[src/rtl/aml_s5_sleep_type_extractor_defines.svh]
// Assertion macros for the sleep-type extractor.
// Define NO_ASSERTIONS to compile them away; no other dependencies.
`ifndef AML_S5_SLEEP_TYPE_EXTRACTOR_DEFINES_SVH
`define AML_S5_SLEEP_TYPE_EXTRACTOR_DEFINES_SVH

`ifndef NO_ASSERTIONS
`define S5X_ASSERT_NOW(label, ante, cons) \
  label: assert property (@(posedge clk) disable iff (rst) (ante) |-> (cons)) \
    else $error("s5x check failed");
`define S5X_ASSERT_NEXT(label, ante, cons) \
  label: assert property (@(posedge clk) disable iff (rst) (ante) |=> (cons)) \
    else $error("s5x check failed");
`else
`define S5X_ASSERT_NOW(label, ante, cons)
`define S5X_ASSERT_NEXT(label, ante, cons)
`endif

`endif

[src/rtl/s5x_pkg.sv]
// Shared types and constants for the sleep-type extractor.
// No dependencies.
package s5x_pkg;

  localparam int HEADER_BYTES_DEFAULT = 36;

  localparam logic [1:0] ST_FOUND     = 2'd0;
  localparam logic [1:0] ST_NO_NAME   = 2'd1;
  localparam logic [1:0] ST_NOT_PKG   = 2'd2;
  localparam logic [1:0] ST_EARLY_END = 2'd3;

  localparam logic [23:0] NAME_HEAD   = 24'h5F5335;
  localparam logic [7:0]  NAME_TAIL   = 8'h5F;
  localparam logic [7:0]  PACKAGE_OP  = 8'h12;
  localparam logic [7:0]  BYTE_PREFIX = 8'h0A;

  typedef struct packed {
    logic [7:0] data_byte;
    logic       first_flag;
    logic       last_flag;
  } byte_item_t;

  typedef struct packed {
    logic [1:0] status;
    logic [7:0] sleep_type_a;
    logic [7:0] sleep_type_b;
  } result_item_t;

endpackage

[src/rtl/s5x_parser.sv]
// Byte-wise scan of the table body: name search, package header skip, element capture.
// Depends on s5x_pkg.
module s5x_parser #(
  parameter int HEADER_BYTES = s5x_pkg::HEADER_BYTES_DEFAULT
) (
  input  logic                 clk,
  input  logic                 rst,
  input  logic                 take,
  input  s5x_pkg::byte_item_t  item,
  output logic                 emit_valid,
  output s5x_pkg::result_item_t emit_item
);
  import s5x_pkg::*;

  localparam int OffW = (HEADER_BYTES < 1) ? 1 : $clog2(HEADER_BYTES + 1);

  localparam logic [2:0] PH_IDLE   = 3'd0;
  localparam logic [2:0] PH_SEARCH = 3'd1;
  localparam logic [2:0] PH_PKGOP  = 3'd2;
  localparam logic [2:0] PH_PKGLEN = 3'd3;
  localparam logic [2:0] PH_SKIP   = 3'd4;
  localparam logic [2:0] PH_ELEM_A = 3'd5;
  localparam logic [2:0] PH_ELEM_B = 3'd6;

  logic [2:0]      phase, phase_next;
  logic [23:0]     name_window, name_window_next;
  logic [OffW-1:0] offset_count, offset_count_next;
  logic [2:0]      skip_left, skip_left_next;
  logic [7:0]      type_a_hold, type_a_hold_next;

  logic [2:0]      ph_cur;
  logic [23:0]     win_cur;
  logic [OffW-1:0] off_cur;
  logic [2:0]      skip_cur;
  logic [7:0]      hold_cur;
  logic            check_last;
  logic            emit;
  logic [1:0]      emit_status;
  logic [7:0]      emit_b;
  logic [7:0]      b;

  assign b = item.data_byte;

  always_comb begin
    ph_cur   = item.first_flag ? PH_SEARCH : phase;
    win_cur  = item.first_flag ? 24'd0 : name_window;
    off_cur  = item.first_flag ? '0 : offset_count;
    skip_cur = item.first_flag ? 3'd0 : skip_left;
    hold_cur = item.first_flag ? 8'd0 : type_a_hold;

    phase_next        = ph_cur;
    name_window_next  = win_cur;
    offset_count_next = off_cur;
    skip_left_next    = skip_cur;
    type_a_hold_next  = hold_cur;
    check_last        = 1'b0;
    emit              = 1'b0;
    emit_status       = ST_FOUND;
    emit_b            = 8'd0;

    case (ph_cur)
      PH_SEARCH: begin
        if (off_cur < OffW'(HEADER_BYTES)) begin
          offset_count_next = off_cur + OffW'(1);
          name_window_next  = 24'd0;
          if (item.last_flag) begin
            emit        = 1'b1;
            emit_status = ST_NO_NAME;
          end
        end else if (win_cur == NAME_HEAD && b == NAME_TAIL && !item.last_flag) begin
          phase_next       = PH_PKGOP;
          name_window_next = 24'd0;
        end else begin
          name_window_next = {win_cur[15:0], b};
          if (item.last_flag) begin
            emit        = 1'b1;
            emit_status = ST_NO_NAME;
          end
        end
      end
      PH_PKGOP: begin
        if (b != PACKAGE_OP) begin
          emit        = 1'b1;
          emit_status = ST_NOT_PKG;
        end else begin
          phase_next = PH_PKGLEN;
          check_last = 1'b1;
        end
      end
      PH_PKGLEN: begin
        skip_left_next = {1'b0, b[7:6]} + 3'd1;
        phase_next     = PH_SKIP;
        check_last     = 1'b1;
      end
      PH_SKIP: begin
        skip_left_next = skip_cur - 3'd1;
        if (skip_cur == 3'd1) begin
          phase_next = PH_ELEM_A;
        end
        check_last = 1'b1;
      end
      PH_ELEM_A: begin
        if (skip_cur == 3'd0 && b == BYTE_PREFIX) begin
          skip_left_next = 3'd1;
        end else begin
          type_a_hold_next = b;
          skip_left_next   = 3'd0;
          phase_next       = PH_ELEM_B;
        end
        check_last = 1'b1;
      end
      PH_ELEM_B: begin
        if (skip_cur == 3'd0 && b == BYTE_PREFIX) begin
          skip_left_next = 3'd1;
          check_last     = 1'b1;
        end else begin
          skip_left_next = 3'd0;
          emit           = 1'b1;
          emit_status    = ST_FOUND;
          emit_b         = b;
        end
      end
      default: begin
      end
    endcase

    if (check_last && item.last_flag) begin
      emit        = 1'b1;
      emit_status = ST_EARLY_END;
    end
    if (emit) begin
      phase_next = PH_IDLE;
    end
  end

  always_ff @(posedge clk) begin
    if (rst) begin
      phase        <= PH_SEARCH;
      name_window  <= 24'd0;
      offset_count <= '0;
      skip_left    <= 3'd0;
      type_a_hold  <= 8'd0;
    end else if (take) begin
      phase        <= phase_next;
      name_window  <= name_window_next;
      offset_count <= offset_count_next;
      skip_left    <= skip_left_next;
      type_a_hold  <= type_a_hold_next;
    end
  end

  assign emit_valid             = take && emit;
  assign emit_item.status       = emit_status;
  assign emit_item.sleep_type_a = (emit_status == ST_FOUND) ? type_a_hold_next : 8'd0;
  assign emit_item.sleep_type_b = emit_b;

endmodule

[src/rtl/s5x_out_buf.sv]
// Result register with one skid entry; holds results while the receiver stalls.
// Depends on s5x_pkg.
module s5x_out_buf (
  input  logic                  clk,
  input  logic                  rst,
  input  logic                  in_valid,
  input  s5x_pkg::result_item_t in_item,
  output logic                  full,
  output logic                  out_valid,
  input  logic                  out_stall,
  output s5x_pkg::result_item_t out_item
);
  import s5x_pkg::*;

  logic         skid_valid;
  result_item_t skid_item;

  always_ff @(posedge clk) begin
    if (rst) begin
      out_valid  <= 1'b0;
      skid_valid <= 1'b0;
    end else if (!out_valid || !out_stall) begin
      if (skid_valid) begin
        out_valid  <= 1'b1;
        skid_valid <= 1'b0;
      end else begin
        out_valid <= in_valid;
      end
    end else if (in_valid) begin
      skid_valid <= 1'b1;
    end
  end

  always_ff @(posedge clk) begin
    if (!out_valid || !out_stall) begin
      out_item <= skid_valid ? skid_item : in_item;
    end else if (in_valid) begin
      skid_item <= in_item;
    end
  end

  assign full = skid_valid;

endmodule

[src/rtl/aml_s5_sleep_type_extractor.sv]
// Top level of the ACPI _S5_ sleep-type extractor: byte scanner and result buffer.
// Depends on s5x_pkg, s5x_parser, s5x_out_buf and the assertion macro header.
//
//   channel  direction  handshake                    item
//   byte     in         byte_valid / byte_stall      byte_item_t (one table byte, flags)
//   result   out        result_valid / result_stall  result_item_t (status, two types)
//
// One byte per cycle while byte_stall is low; the scan state updates in the cycle a byte is taken.
// The result a byte decides is registered in the result buffer, or in its skid entry while the receiver stalls.
// Reset leaves the scanner at table offset 0; no clearing pass.
// byte_stall rises only when a result and a skid result both wait.
`include "aml_s5_sleep_type_extractor_defines.svh"

module aml_s5_sleep_type_extractor #(
  parameter int HEADER_BYTES = s5x_pkg::HEADER_BYTES_DEFAULT
) (
  input  logic                  clk,
  input  logic                  rst,
  input  logic                  byte_valid,
  output logic                  byte_stall,
  input  s5x_pkg::byte_item_t   byte_item,
  output logic                  result_valid,
  input  logic                  result_stall,
  output s5x_pkg::result_item_t result_item
);
  import s5x_pkg::*;

  logic         take;
  logic         emit_valid;
  result_item_t emit_item;
  logic         res_other;
  logic         res_types_zero;

  assign take = byte_valid && !byte_stall;

  s5x_parser #(
    .HEADER_BYTES(HEADER_BYTES)
  ) u_parser (
    .clk       (clk),
    .rst       (rst),
    .take      (take),
    .item      (byte_item),
    .emit_valid(emit_valid),
    .emit_item (emit_item)
  );

  s5x_out_buf u_out_buf (
    .clk      (clk),
    .rst      (rst),
    .in_valid (emit_valid),
    .in_item  (emit_item),
    .full     (byte_stall),
    .out_valid(result_valid),
    .out_stall(result_stall),
    .out_item (result_item)
  );

  assign res_other      = result_valid && result_item.status != ST_FOUND;
  assign res_types_zero = result_item.sleep_type_a == 8'd0 && result_item.sleep_type_b == 8'd0;

  `S5X_ASSERT_NOW(a_zero_types, res_other, res_types_zero)
  `S5X_ASSERT_NOW(a_stall_needs_result, byte_stall, result_valid)
  `S5X_ASSERT_NOW(a_stall_cause, $rose(byte_stall), $past(result_valid && result_stall && emit_valid))

endmodule

[config.mk]
export PLATFORM = sky130hd
export DESIGN_NAME = aml_s5_sleep_type_extractor
export DESIGN_NICKNAME = d
export VERILOG_FILES = /design/src/rtl/s5x_pkg.sv /design/src/rtl/s5x_parser.sv /design/src/rtl/s5x_out_buf.sv /design/src/rtl/aml_s5_sleep_type_extractor.sv
export VERILOG_INCLUDE_DIRS = /design/src /design/src/rtl
export SDC_FILE = /design/constraint.sdc
export NUM_CORES = 1
export LEC_CHECK = 0
export ABC_AREA = 0
export BUFFER_PORTS_ARGS = -buffer_cell sky130_fd_sc_hd__buf_2
export CAP_MARGIN = 20
export CORE_MARGIN = 2
export CORE_UTILIZATION = 45
export CTS_BUF_LIST = sky130_fd_sc_hd__clkbuf_8
export DETAILED_ROUTE_END_ITERATION = 6
export SLEW_MARGIN = 20
export SYNTH_ARGS = -nofsm -noshare
export SYNTH_HDL_FRONTEND = slang
export SYNTH_HIERARCHICAL = 1
export SYNTH_SLANG_ARGS = --single-unit
[constraint.sdc]
create_clock -name clk -period 4.5 [get_ports clk]
set_input_delay 0.675 -clock clk [delete_from_list [all_inputs] [get_ports clk]]
set_output_delay 0.675 -clock clk [all_outputs]
set_load 0.005 [all_outputs]
=== Word level (Yosys, flattened, before mapping) ===
Cells that the tools add are included.

* Multipliers: 0
* Shift operators: 0
* Divide/modulo/power cells: 0
* Reduce and logical (&&, ||, !) cells: 17
* $lt $le $gt $ge: 1
* Bitwise gates (word level): 1
* Equality and inequality tests: 11
* Multiplexer cells: 42
* $add $sub $neg: 3

{| class="wikitable"
|+ Operators by type and width
! operator !! count
|-
| 24-bit two-way mux || 4
|-
| 8-bit two-way mux || 6
|-
| 24-bit by 23-bit == test with 1-bit output (second input constant) || 1
|-
| 3-bit two-way mux || 8
|-
| 18-bit two-way mux || 1
|-
| 6-bit two-way mux || 3
|-
| 3-bit case mux with 5 select lines || 1
|-
| 1-bit two-way mux || 11
|-
| 3-bit == test (second input constant) || 3
|-
| 3-bit case mux with 3 select lines || 1
|-
| 8-bit by 4-bit == test with 1-bit output (second input constant) || 1
|-
| 8-bit by 7-bit == test with 1-bit output (second input constant) || 1
|-
| 2-bit two-way mux || 4
|-
| 8-bit by 5-bit inequality test with 1-bit output (second input constant) || 1
|-
| 6-bit by 1-bit adder with 6-bit output (second input constant) || 1
|-
| 3-bit by 1-bit == test with 1-bit output (second input constant) || 2
|-
| 3-bit by 2-bit == test with 1-bit output (second input constant) || 2
|-
| 1-bit logical AND || 6
|-
| 6-bit < comparator (second input constant) || 1
|-
| 1-bit case mux with 3 select lines || 2
|-
| 1-bit zero test || 4
|-
| 2-bit case mux with 2 select lines || 1
|-
| 2-bit OR reduction || 2
|-
| 2-bit by 1-bit adder with 3-bit output (second input constant) || 1
|-
| other kinds (7) || 7
|}

* Output and inout bits: 20
* Register bits: 82
* RAM bits: 0
* Memories: 0
* Input port bits: 14
* ROM bits: 0
* Word-level logic and storage cells: 88
* Bits in latches: 0

=== Depth between registers and ports, before layout ===
Gate-level depths: netlist of the first run.

* Depth in word-level cells: 11
* Gate-level depth with buffers: 12
* Gate-level depth less buffers: 9

=== Cells and area by module ===
Netlist of the first run, hierarchy kept.

{| class="wikitable"
|+ By module, submodules not included
! module !! seq. area each (µm²) !! cells each !! times used !! area an instance (µm²)
|-
| s5x_parser || 880.8 || 296 || 1 || 2528.7
|-
| s5x_out_buf || 1121.1 || 63 || 1 || 1412.6
|-
| aml_s5_sleep_type_extractor || 0.0 || 1 || 1 || 13.8
|}

=== Worst setup path after synthesis of the first run ===
No wires, ideal clock.

* Kind: in2reg
* From: input byte_item[1] in the netlist's numbering
* To: register u_out_buf/out_item[11] in the netlist's numbering (data pin)
* Path buffers: 2
* Data required time: 4240 ps
* Arrival time: 2730 ps
* Library setup time: 260 ps
* Slack: 1509 ps
* Stages on the path: 11
* Cells stage by stage: buf_4 > clkinv_1 > nand2_1 > ha_1 > nand3b_1 > or4_4 > buf_6 > and2_2 > a22oi_1 > nor2_1 > mux2_4

{| class="wikitable"
|+ RTL lines
! what !! line !! source
|-
| start: declaration || aml_s5_sleep_type_extractor.sv:21 || <nowiki>input s5x_pkg::byte_item_t byte_item,</nowiki>
|-
| end signal: assignment || s5x_out_buf.sv:36 || <nowiki>out_item <= skid_valid ? skid_item : in_item;</nowiki>
|-
| end: declaration || s5x_out_buf.sv:11 || <nowiki>output s5x_pkg::result_item_t out_item</nowiki>
|}

==> results.txt, run 1 <==
----------------------------------------------------
[Layout]
  Cell area after layout ... 4330 um2
  End-of-flow core utilization ... 50.2%
  Relative area change from synthesis to final layout ... 9.55%
  Proportion of layout cells with a drive suffix above 1 ... 25.1%
  Final cell count without fillers ... 498
  Multi-input gate area in the final layout ... 1770 um2
  Total area of sequential cells ... 2000 um2
  Number of nets in the layout ... 406
  Filler Cells Inserted ... 763
  Number of inserted diodes ... 0

[Synthesis]
  Proportion of synthesized chip area in sequential cells ... 50.6%
  Synthesis warning total ... 6
  Number of enable flip-flop cells after synthesis ... 36
  Async set-reset flop share out of synthesis ... 0%
  Post-synthesis sequential element count ... 82
  Post-synthesis instance total ... 360
  Synth Cell Area ... 3960 um2
  Synthesized net count ... 381
  Per-instance average area after synthesis ... 11.0 um2
  Unique masters post-synth ... 66
  Most used flip-flop cell after synthesis ... sky130_fd_sc_hd__dfxtp_1

[Pwr]
  Sequential share of power ... 56.0%
  LEAKAGE ... 1.62 nW
  Internal Power ... 1.03 mW
  Combinational Power Share ... 6.3%
  Total power ... 1.41 mW
  Switching power share of the total ... 27.1%
  Power per unit of standard cell area ... 326 nW/um2
  Share of power burned in the clock network ... 37.7%
  IR Drop Worst-Case VDD ... 0.000129 V
  P_sw ... 0.382 mW

[Placed design]
  Worst setup slack before clock tree synthesis ... 0.879 ns
  Port-buffer cells ... 33
  Routability congestion estimate ... 0.953
  Number of placed cells counting well taps ... 482
  Post-DP Area ... 4140 um2
  Half-perimeter wire length of the detailed placement result ... 5870 um

[Clock tree]
  Number of CTS-inserted buffers ... 9
  Buffers from clock root to sink, at most ... 2
  Count of instances resized after the clock tree is built ... 0
  Worst-path clk slew ... 0.11 ns
  Root buffer cell ... sky130_fd_sc_hd__clkbuf_8
  Total number of H-tree levels ... 3
  Setup Fix Bufs, Post-CTS ... 0
  Total of hold buffers inserted after clock tree synthesis ... 0
  Clock tree from TritonCTS ... built
  Number of sinks driven by the clock tree ... 82
  Latest clock arrival within the worst-skew pair ... 0.37 ns

[GRT]
  First-pass GRT wire length ... 14000 um
  Largest net degree at the start of global routing ... 29
  Antenna violations before repair ... 0
  Number of global-route vias before repair ... 2665
  Total global-route track usage ... 18.5%
  Global route overflow ... 0

[STA]
  Smallest setup slack after layout ... 1.22 ns
  Fin Clk Skew ... 0.0189 ns
  Total negative slack for setup checks ... 0 ns
  Final critical path time including I/O delays and setup ... 3.28 ns
  Worst slew margin ... 33.2%
  Achievable Freq ... 305 MHz
  Worst-margin pin slew ... 0.993 ns
  Final Setup Violations ... 0
  Hold Violations, Final ... 0
  Post-route clock period utilization ... 72.8%
  RSZ-0062 raised after global routing ... no
  Final worst hold slack ... 0.470 ns
  Max-slew violation count ... 0

[Setup path]
  Family with the most delay on the worst path ... simple AND/OR/NAND/NOR gates
  Slowest library cell on the worst path ... sky130_fd_sc_hd__nor4_1
  Delay of the slowest cell on the worst path ... 0.72 ns
  Cell-by-cell listing of the critical path ... buf_2 -> clkinv_1 -> nand2_1 -> ha_1 -> nand3b_1 -> nor4_1 -> nand3_1 -> nand2_1 -> nor2_1 -> mux2_4
  Top cell by count, worst path ... sky130_fd_sc_hd__nand2_1
  Number of buffer and inverter stages on the critical path ... 2
  Arrival time worst endpoint ... 3.39 ns
  Class of the most critical setup path ... in -> reg
  Category of the worst setup path launch point ... input port
  Required time of the critical path ... 4.61 ns
  Maximum fanout along the worst path ... 23
  Crit path capture type ... register

[Route]
  Antenna violation net count after detailed routing ... 0
  Router iterations before antenna repair ... 4
  Initial DRC count ... 259
  DRC ... 0
  Per-cell routed wire length ... 17.2 um
  Total length of routed wires ... 8570 um
  Routed via count ... 2874
  Routed vias/inst ... 5.77

[Floorplanning]
  Floorplan Core Area ... 8640 um2
  Die ar. ... 9560 um2
  Io pins ... 34
  X dimension of the die ... 97.8 um
  Starting density of the core ... 45.8%
  Chip height ... 97.8 um
  Std cell rows ... 34

[Run status]
  Result of the run ... finished, final reports clean

[Worst hold path]
  Class of the tightest hold or removal check ... reg -> reg

[Job]
  Max-capacitance violation count ... 0

----------------------------------------------------
==> final timing paths <==
check,start,to,slack (ns),cells past startpoint
worst max-delay path,byte_item[1],u_out_buf/out_item[9],1.22,10
worst min-delay path,u_parser/type_a_hold[6],u_parser/type_a_hold[6],0.47,2
worst max register to register,u_parser/phase[0],u_parser/name_window[13],1.86,6
worst min register to register,u_parser/type_a_hold[6],u_parser/type_a_hold[6],0.47,2
==> cell usage in the layout, fill, tap and decap left out, types with 5 or more instances in the layout <==
cell,synthesis,layout
sky130_fd_sc_hd__edfxtp_1,36,36
sky130_fd_sc_hd__mux2_4,9,9
sky130_fd_sc_hd__ha_1,7,7
sky130_fd_sc_hd__nand4_1,7,7
sky130_fd_sc_hd__and3_2,5,5
sky130_fd_sc_hd__dfxtp_1,46,45
sky130_fd_sc_hd__nor2b_1,6,6
sky130_fd_sc_hd__clkbuf_8,0,9
sky130_fd_sc_hd__nor3_1,8,8
sky130_fd_sc_hd__nand3_1,6,6
sky130_fd_sc_hd__nand2_1,27,27
sky130_fd_sc_hd__mux2_2,10,10
sky130_fd_sc_hd__a22o_1,20,20
sky130_fd_sc_hd__a22oi_1,10,10
sky130_fd_sc_hd__o21ai_0,12,12
sky130_fd_sc_hd__buf_2,4,33
sky130_fd_sc_hd__inv_1,7,7
sky130_fd_sc_hd__nor2_1,29,29
sky130_fd_sc_hd__a21oi_1,16,16
==> synth_stat cells (8+ instances only) <==
cell                       number  area (um2)
sky130_fd_sc_hd__dfxtp_1       46         921
sky130_fd_sc_hd__edfxtp_1      36        1080
sky130_fd_sc_hd__nor2_1        29         109
sky130_fd_sc_hd__nand2_1       27         101
sky130_fd_sc_hd__a22o_1        20         175
sky130_fd_sc_hd__a21oi_1       16        80.1
sky130_fd_sc_hd__o21ai_0       12        60.1
sky130_fd_sc_hd__clkbuf_1      11        41.3
sky130_fd_sc_hd__a22oi_1       10        75.1
sky130_fd_sc_hd__mux2_2        10         113
sky130_fd_sc_hd__mux2_4         9         135
sky130_fd_sc_hd__nor3_1         8        40.0
==> state kept, by name (all words and copies together) (netlist names) <==
name                   flops
u_out_buf/out_valid        1
u_parser/phase             3
u_parser/type_a_hold       8
u_out_buf/full             1
u_parser/name_window      24
u_out_buf/skid_item       18
u_out_buf/out_item        18
u_parser/offset_count      6
u_parser/skip_left         3
==> routing by layer <==
layer | track usage [%] | vias up | part of all wire, %
li1 | - | 1404 | -
met1 | 25.9 | 1341 | 47
met2 | 27.3 | 110 | 46
met3 | 4.94 | 19 | 4.8
met4 | 7.59 | 0 | 2.6
met5 | 0 | - | 0
==> worst reg2reg max path, cell delays in order, from the launching register on <==
cell,delay [ns]
sky130_fd_sc_hd__dfxtp_1,0.55
sky130_fd_sc_hd__nor3b_2,0.34
sky130_fd_sc_hd__or2_2,0.24
sky130_fd_sc_hd__nand2_1,0.12
sky130_fd_sc_hd__nor4_2,0.83
sky130_fd_sc_hd__buf_4,0.33
sky130_fd_sc_hd__a22o_1,0.16
==> cells by family (layout without fill, tap and decap cells) <==
| kind of cell | count (synthesis) | count (layout) | share of synthesized area [%] |
|---|---|---|---|
| and+or+nand+nor | 125 | 125 | 17.9 |
| muxes | 21 | 21 | 6.77 |
| xor gates and xnor gates | 4 | 4 | 0.886 |
| DFF | 82 | 82 | 50.6 |
| AOI/OAI and AO/OA | 90 | 90 | 17.1 |
| buffers and inverters | 31 | 61 | 4.52 |
| adders and majority gates | 7 | 7 | 2.21 |
==> area by class of cell <==
type,count,share of cell area [%]
Inverter,8,0.693
Timing Repair Buffer,37,4.50
Multi-Input combinational cell,247,40.9
Clock buffer,9,2.86
Sequential cell,82,46.2
Tap cell,108,3.12
Clock inverter,7,1.65
==> power groups by stage <==
stage	clock (mW)	combinational, mW	sequential, mW
6_report	0.532	0.0886	0.791
5_1_grt	0.575	0.0975	0.792
4_1_cts	0.538	0.0891	0.791
3_5_place_dp	0	0.0885	0.808
3_3_place_gp	0	0.0890	0.809
2_1_floorplan	0	0.0571	0.806
Note: power is estimated with default switching activity, not from simulation.
==> run 2, diff against run 1 <==
--- a/config.mk
+++ b/config.mk
@@ -13,6 +13,7 @@
 export CORE_UTILIZATION = 45
 export CTS_BUF_LIST = sky130_fd_sc_hd__clkbuf_8
 export DETAILED_ROUTE_END_ITERATION = 6
+export PLACE_DENSITY = 0.65
 export SLEW_MARGIN = 20
 export SYNTH_ARGS = -nofsm -noshare
 export SYNTH_HDL_FRONTEND = slang
==> constraint.sdc (replaced) <==
create_clock -name clk -period 2.9 [get_ports clk]
set_input_delay 0.435 -clock clk [delete_from_list [all_inputs] [get_ports clk]]
set_output_delay 0.435 -clock clk [all_outputs]
set_load 0.005 [all_outputs]
==> run 2 against run 1 <==
Effect of this change:
- sequential share of layout area fell by 1.7 points
- count of clock-buffer cells in the layout unchanged
- largest power group unchanged
- via count grew 5.4%
- critical path type is now reg -> reg
==> results.txt, run 2 (synthesis results as in run 1) <==
----------------------------------------------------
[Setup path]
  Crit path capture type ... register
  Category of the worst setup path launch point ... register
  Endpoint of the worst register-to-register path ... u_parser/name_window[15]
  Required time of the critical path ... 3.19 ns
  Depth of the worst register-to-register path ... 6
  Class of the most critical setup path ... reg -> reg
  Setup slack of the most critical reg-to-reg path ... 0.43 ns
  Arrival time worst endpoint ... 2.76 ns
  Reg-to-reg startpoint ... u_parser/phase[1]
  Maximum fanout along the worst path ... 12

[Worst hold path]
  WHS Path Cells ... 3
  Class of the tightest hold or removal check ... in -> reg
  Terminating pin of the worst hold path ... u_parser/type_a_hold[5]
  Hold Startpoint ... byte_item[7]

[Pwr]
  IR Drop Worst-Case VDD ... 0.000341 V
  Total power ... 2.18 mW
  P_sw ... 0.571 mW
  LEAKAGE ... 1.72 nW
  Switching power share of the total ... 26.2%
  Power per unit of standard cell area ... 485 nW/um2
  Share of power burned in the clock network ... 36.5%
  Internal Power ... 1.61 mW
  Combinational Power Share ... 7.4%
  Sequential share of power ... 56.1%

[STA]
  Final Setup Violations ... 0
  Post-route clock period utilization ... 85.2%
  RSZ-0062 raised after global routing ... no
  Smallest setup slack after layout ... 0.429 ns
  Worst slew margin ... 37.0%
  Worst-margin pin slew ... 0.938 ns
  Hold Violations, Final ... 0
  Achievable Freq ... 405 MHz
  Final critical path time including I/O delays and setup ... 2.47 ns
  Total negative slack for setup checks ... 0 ns
  Fin Clk Skew ... 0.0101 ns
  Max-slew violation count ... 0

[Layout]
  Number of nets in the layout ... 426
  Number of flip-flops under the largest register name ... 24
  Cell area after layout ... 4490 um2
  Registers with the highest flip-flop counts ... u_parser/name_window (24), u_out_buf/out_item (18), u_out_buf/skid_item (18)
  Number of inserted diodes ... 0
  Most common library cell in the layout ignoring fill and taps ... sky130_fd_sc_hd__dfxtp_1
  Commonest non-fill, non-tap cells in the layout ... sky130_fd_sc_hd__dfxtp_1 (46), sky130_fd_sc_hd__edfxtp_1 (36), sky130_fd_sc_hd__buf_2 (33)
  Biggest register ... u_parser/name_window
  Relative area change from synthesis to final layout ... 13.6%
  Proportion of layout cells with a drive suffix above 1 ... 28.5%

[GRT]
  Total global-route track usage ... 19.1%
  Number of global-route vias before repair ... 3010
  Global route overflow ... 0
  Antenna violations before repair ... 0
  Largest net degree at the start of global routing ... 28
  First-pass GRT wire length ... 14800 um

[Route]
  Router iterations before antenna repair ... 5
  Initial DRC count ... 192
  Routed via count ... 3029
  DRC ... 0
  Routed vias/inst ... 5.85
  Per-cell routed wire length ... 17.2 um
  Total length of routed wires ... 8900 um
  Antenna violation net count after detailed routing ... 0

[Floorplanning]
  Chip height ... 97.8 um
  Io pins ... 34
  X dimension of the die ... 97.8 um
  Std cell rows ... 34
  Floorplan Core Area ... 8640 um2
  Die ar. ... 9560 um2
  Starting density of the core ... 45.8%

[Clock tree]
  Latest clock arrival within the worst-skew pair ... 0.35 ns
  Setup Fix Bufs, Post-CTS ... 0
  Number of sinks driven by the clock tree ... 82
  Count of instances resized after the clock tree is built ... 0
  Root buffer cell ... sky130_fd_sc_hd__clkbuf_8
  Total number of H-tree levels ... 3
  Buffers from clock root to sink, at most ... 2
  Worst-path clk slew ... 0.09 ns
  Number of CTS-inserted buffers ... 9
  Total of hold buffers inserted after clock tree synthesis ... 0
  Clock tree from TritonCTS ... built

[Job]
  Max-capacitance violation count ... 0

[Placed design]
  Routability congestion estimate ... 0.967
  Port-buffer cells ... 33
  Worst setup slack before clock tree synthesis ... 0.167 ns
  Half-perimeter wire length of the detailed placement result ... 6290 um
  Post-DP Area ... 4300 um2

[Run status]
  Result of the run ... finished, final reports clean

----------------------------------------------------
-- run 2: power groups by stage --
stage | Combinational (mW) | Sequential, mW | Clock [mW]
6_report | 0.162 | 1.22 | 0.796
4_1_cts | 0.160 | 1.22 | 0.818
2_1_floorplan | 0.0886 | 1.25 | 0
5_1_grt | 0.176 | 1.23 | 0.869
3_3_place_gp | 0.159 | 1.25 | 0
3_5_place_dp | 0.160 | 1.25 | 0
-- run 2: how the worst max path moves through the flow --
stage,start,endpoint,slack [ns],cells past startpoint
CTS,u_parser/phase[1],u_parser/name_window[15],0.43,6
global route,u_parser/phase[1],u_parser/name_window[18],0.21,6
floorplan,byte_item[1],u_out_buf/out_item[11],0.15,11
finish,u_parser/phase[1],u_parser/name_window[15],0.43,6
global placement,byte_item[8],u_out_buf/out_item[9],0.21,9
detailed placement,byte_item[8],u_out_buf/out_item[9],0.17,9
-- run 2: through the flow --
step                hold WS, ns  std cells  utilization [%]
finish                    0.391        518             52.0
global placement          0.459        502             49.8
global route              0.388        518             52.0
CTS                       0.383        518             52.0
detailed placement        0.454        502             49.8
floorplan                 0.440        360                -
-- run 2: worst max-delay path: stages, from the launching register on --
cell                      delay, ns
sky130_fd_sc_hd__dfxtp_1       0.43
sky130_fd_sc_hd__nor3b_2       0.33
sky130_fd_sc_hd__or2_2         0.24
sky130_fd_sc_hd__nand2_1       0.13
sky130_fd_sc_hd__nor4_2        0.79
sky130_fd_sc_hd__buf_4         0.33
sky130_fd_sc_hd__a22o_1        0.17
-- run 2: per-layer routing --
layer / track usage, % / vias to the layer above / share of wire, %
li1: - / 1451 / -
met1: 25.1 / 1450 / 46
met2: 31.5 / 109 / 48
met3: 3.79 / 19 / 4.4
met4: 6.73 / 0 / 2.0
met5: 0 / - / 0
-- run 2: final cells by class --
cell class / count / area [um2]
Sequential cell: 82 / 2000
Multi-Input combinational cell: 247 / 1770
Inverter: 8 / 30.0
Clock buffer: 9 / 124
Timing Repair Buffer: 57 / 358
Clock inverter: 7 / 71.3
Tap cell: 108 / 135
Fill cell: 791 / 4140
==> run 3, diff against run 2 <==
--- a/config.mk
+++ b/config.mk
@@ -9,11 +9,13 @@
 export ABC_AREA = 0
 export BUFFER_PORTS_ARGS = -buffer_cell sky130_fd_sc_hd__buf_2
 export CAP_MARGIN = 20
+export CELL_PAD_IN_SITES_DETAIL_PLACEMENT = 0
+export CELL_PAD_IN_SITES_GLOBAL_PLACEMENT = 2
 export CORE_MARGIN = 2
-export CORE_UTILIZATION = 45
+export CORE_UTILIZATION = 37
 export CTS_BUF_LIST = sky130_fd_sc_hd__clkbuf_8
 export DETAILED_ROUTE_END_ITERATION = 6
-export PLACE_DENSITY = 0.65
+export PLACE_DENSITY_LB_ADDON = 0.1
 export SLEW_MARGIN = 20
 export SYNTH_ARGS = -nofsm -noshare
 export SYNTH_HDL_FRONTEND = slang
==> run 3 against run 2 <==
Effect of this change:
- final cell count grew 6.0%
- hold slack better by 0.010 ns
- clock skew hardly changed
- wire length grew 10%
- cell area increased by 2.3%
- combinational power rose by 6%
- critical path depth rose by 4
- die area rose by 21%
- via count decreased by 3.0%
- non-clock buffer count rose by 3
- setup slack improved by 0.023 ns
- critical path type is now in -> reg
- largest power group unchanged
- highest routed layer unchanged
==> results.txt, run 3 (synthesis results as in run 1) <==
----------------------------------------------------
[Pwr]
  Switching power share of the total ... 23.5%
  LEAKAGE ... 1.76 nW
  IR Drop Worst-Case VDD ... 0.000203 V
  Share of power burned in the clock network ... 40.4%
  Power per unit of standard cell area ... 509 nW/um2
  Combinational Power Share ... 7.4%
  Internal Power ... 1.79 mW
  Sequential share of power ... 52.3%
  P_sw ... 0.549 mW

[GRT]
  Total global-route track usage ... 18.0%
  First-pass GRT wire length ... 15600 um
  Antenna violations before repair ... 0
  Global route overflow ... 0
  Number of global-route vias before repair ... 2863
  Largest net degree at the start of global routing ... 28

[STA]
  Worst-margin pin slew ... 0.930 ns
  Achievable Freq ... 409 MHz
  Worst slew margin ... 37.5%
  Max-slew violation count ... 0
  Smallest setup slack after layout ... 0.452 ns
  Total negative slack for setup checks ... 0 ns
  Fin Clk Skew ... 0.00982 ns
  Final Setup Violations ... 0
  Final critical path time including I/O delays and setup ... 2.45 ns
  RSZ-0062 raised after global routing ... no
  Hold Violations, Final ... 0
  Post-route clock period utilization ... 84.4%

[Route]
  Routed vias/inst ... 5.35
  DRC ... 0
  Per-cell routed wire length ... 17.9 um
  Total length of routed wires ... 9810 um
  Routed via count ... 2937
  Initial DRC count ... 131
  Antenna violation net count after detailed routing ... 0
  Router iterations before antenna repair ... 4

[Setup path]
  Maximum fanout along the worst path ... 13
  Setup slack of the most critical reg-to-reg path ... 0.49 ns
  Crit path capture type ... register
  Cell-by-cell listing of the critical path ... buf_2 -> inv_1 -> ha_1 -> or3b_4 -> or4_4 -> buf_4 -> a21oi_4 -> a22oi_1 -> nor2_1 -> mux2_4
  Arrival time worst endpoint ... 2.68 ns
  Category of the worst setup path launch point ... input port
  Required time of the critical path ... 3.13 ns
  Slowest library cell on the worst path ... sky130_fd_sc_hd__or4_4
  Delay of the slowest cell on the worst path ... 0.52 ns
  Class of the most critical setup path ... in -> reg

[Job]
  Max-capacitance violation count ... 0

[Layout]
  Registers with the highest flip-flop counts ... u_parser/name_window (24), u_out_buf/out_item (18), u_out_buf/skid_item (18)
  Commonest non-fill, non-tap cells in the layout ... sky130_fd_sc_hd__dfxtp_1 (46), sky130_fd_sc_hd__edfxtp_1 (36), sky130_fd_sc_hd__buf_2 (33)
  Relative area change from synthesis to final layout ... 16.2%
  Number of inserted diodes ... 0
  Biggest register ... u_parser/name_window
  Most common library cell in the layout ignoring fill and taps ... sky130_fd_sc_hd__dfxtp_1
  Proportion of layout cells with a drive suffix above 1 ... 28.8%
  Number of nets in the layout ... 429
  Number of flip-flops under the largest register name ... 24

[Floorplanning]
  X dimension of the die ... 107 um
  Starting density of the core ... 38.1%
  Floorplan Core Area ... 10400 um2
  Io pins ... 34
  Die ar. ... 11500 um2
  Std cell rows ... 37
  Chip height ... 107 um

[Clock tree]
  Buffers from clock root to sink, at most ... 2
  Clock tree from TritonCTS ... built
  Total of hold buffers inserted after clock tree synthesis ... 0
  Total number of H-tree levels ... 3
  Number of sinks driven by the clock tree ... 82
  Count of instances resized after the clock tree is built ... 0
  Number of CTS-inserted buffers ... 9
  Setup Fix Bufs, Post-CTS ... 0
  Root buffer cell ... sky130_fd_sc_hd__clkbuf_8
  Latest clock arrival within the worst-skew pair ... 0.35 ns
  Worst-path clk slew ... 0.09 ns

[Placed design]
  Port-buffer cells ... 33
  Worst setup slack before clock tree synthesis ... 0.107 ns
  Half-perimeter wire length of the detailed placement result ... 6970 um
  Routability congestion estimate ... 0.840

[Worst hold path]
  Class of the tightest hold or removal check ... in -> reg

[Run status]
  Result of the run ... finished, final reports clean

----------------------------------------------------
## run 3: worst max-delay path, delay by kind of cell
| kind | cells | cell delay (ns) |
|---|---|---|
| muxes | 1 | 0.17 |
| AOI/OAI and AO/OA | 2 | 0.45 |
| and+or+nand+nor | 3 | 1.09 |
| adders and majority gates | 1 | 0.16 |
| buffers and inverters | 3 | 0.37 |
## run 3: worst paths after layout
kind,from,to,cells after the start
setup / recovery,byte_item[9],u_out_buf/out_item[11],10
hold / removal,byte_item[3],u_parser/type_a_hold[1],3
setup reg to reg,u_parser/skip_left[0],u_out_buf/out_item[11],9
hold reg to reg,u_parser/type_a_hold[4],u_parser/type_a_hold[4],2
## run 3: area by class of cell
| class | instances | area [um2] |
|---|---|---|
| clock buffer | 10 | 138 |
| tap | 136 | 170 |
| multi-input combinational | 247 | 1770 |
| timing repair buffer | 60 | 393 |
| clock inverter | 6 | 88.8 |
| sequential | 82 | 2000 |
| fill | 1040 | 5770 |
| inverter | 8 | 30.0 |
## run 3: per-stage QoR
step | hold slack, ns | instances | util, % | instance area, um2 | power [mW]
2_1_floorplan | 0.440 | 360 | - | 3960 | 1.34
3_3_place_gp | 0.456 | 533 | 42.1 | 4370 | 1.42
3_5_place_dp | 0.462 | 533 | 42.1 | 4370 | 1.42
4_1_cts | 0.376 | 549 | 44.3 | 4600 | 2.36
5_1_grt | 0.382 | 549 | 44.3 | 4600 | 2.42
6_report | 0.401 | 549 | 44.3 | 4600 | 2.34
## run 3: per-layer routing
layer	track usage, %	up-vias	routed length, um
met2	28.8	60	4520
li1	-	1449	-
met5	0	-	0
met3	3.63	9	345
met1	24.3	1419	4780
met4	6.04	0	169
## run 3: power by group through the flow
stage               logic (mW)  registers, mW  clock network (mW)
detailed placement       0.173           1.25                   0
CTS                      0.174           1.22               0.964
finish                   0.172           1.22               0.945
floorplan               0.0886           1.25                   0
global route             0.190           1.23                1.01
global placement         0.174           1.25                   0
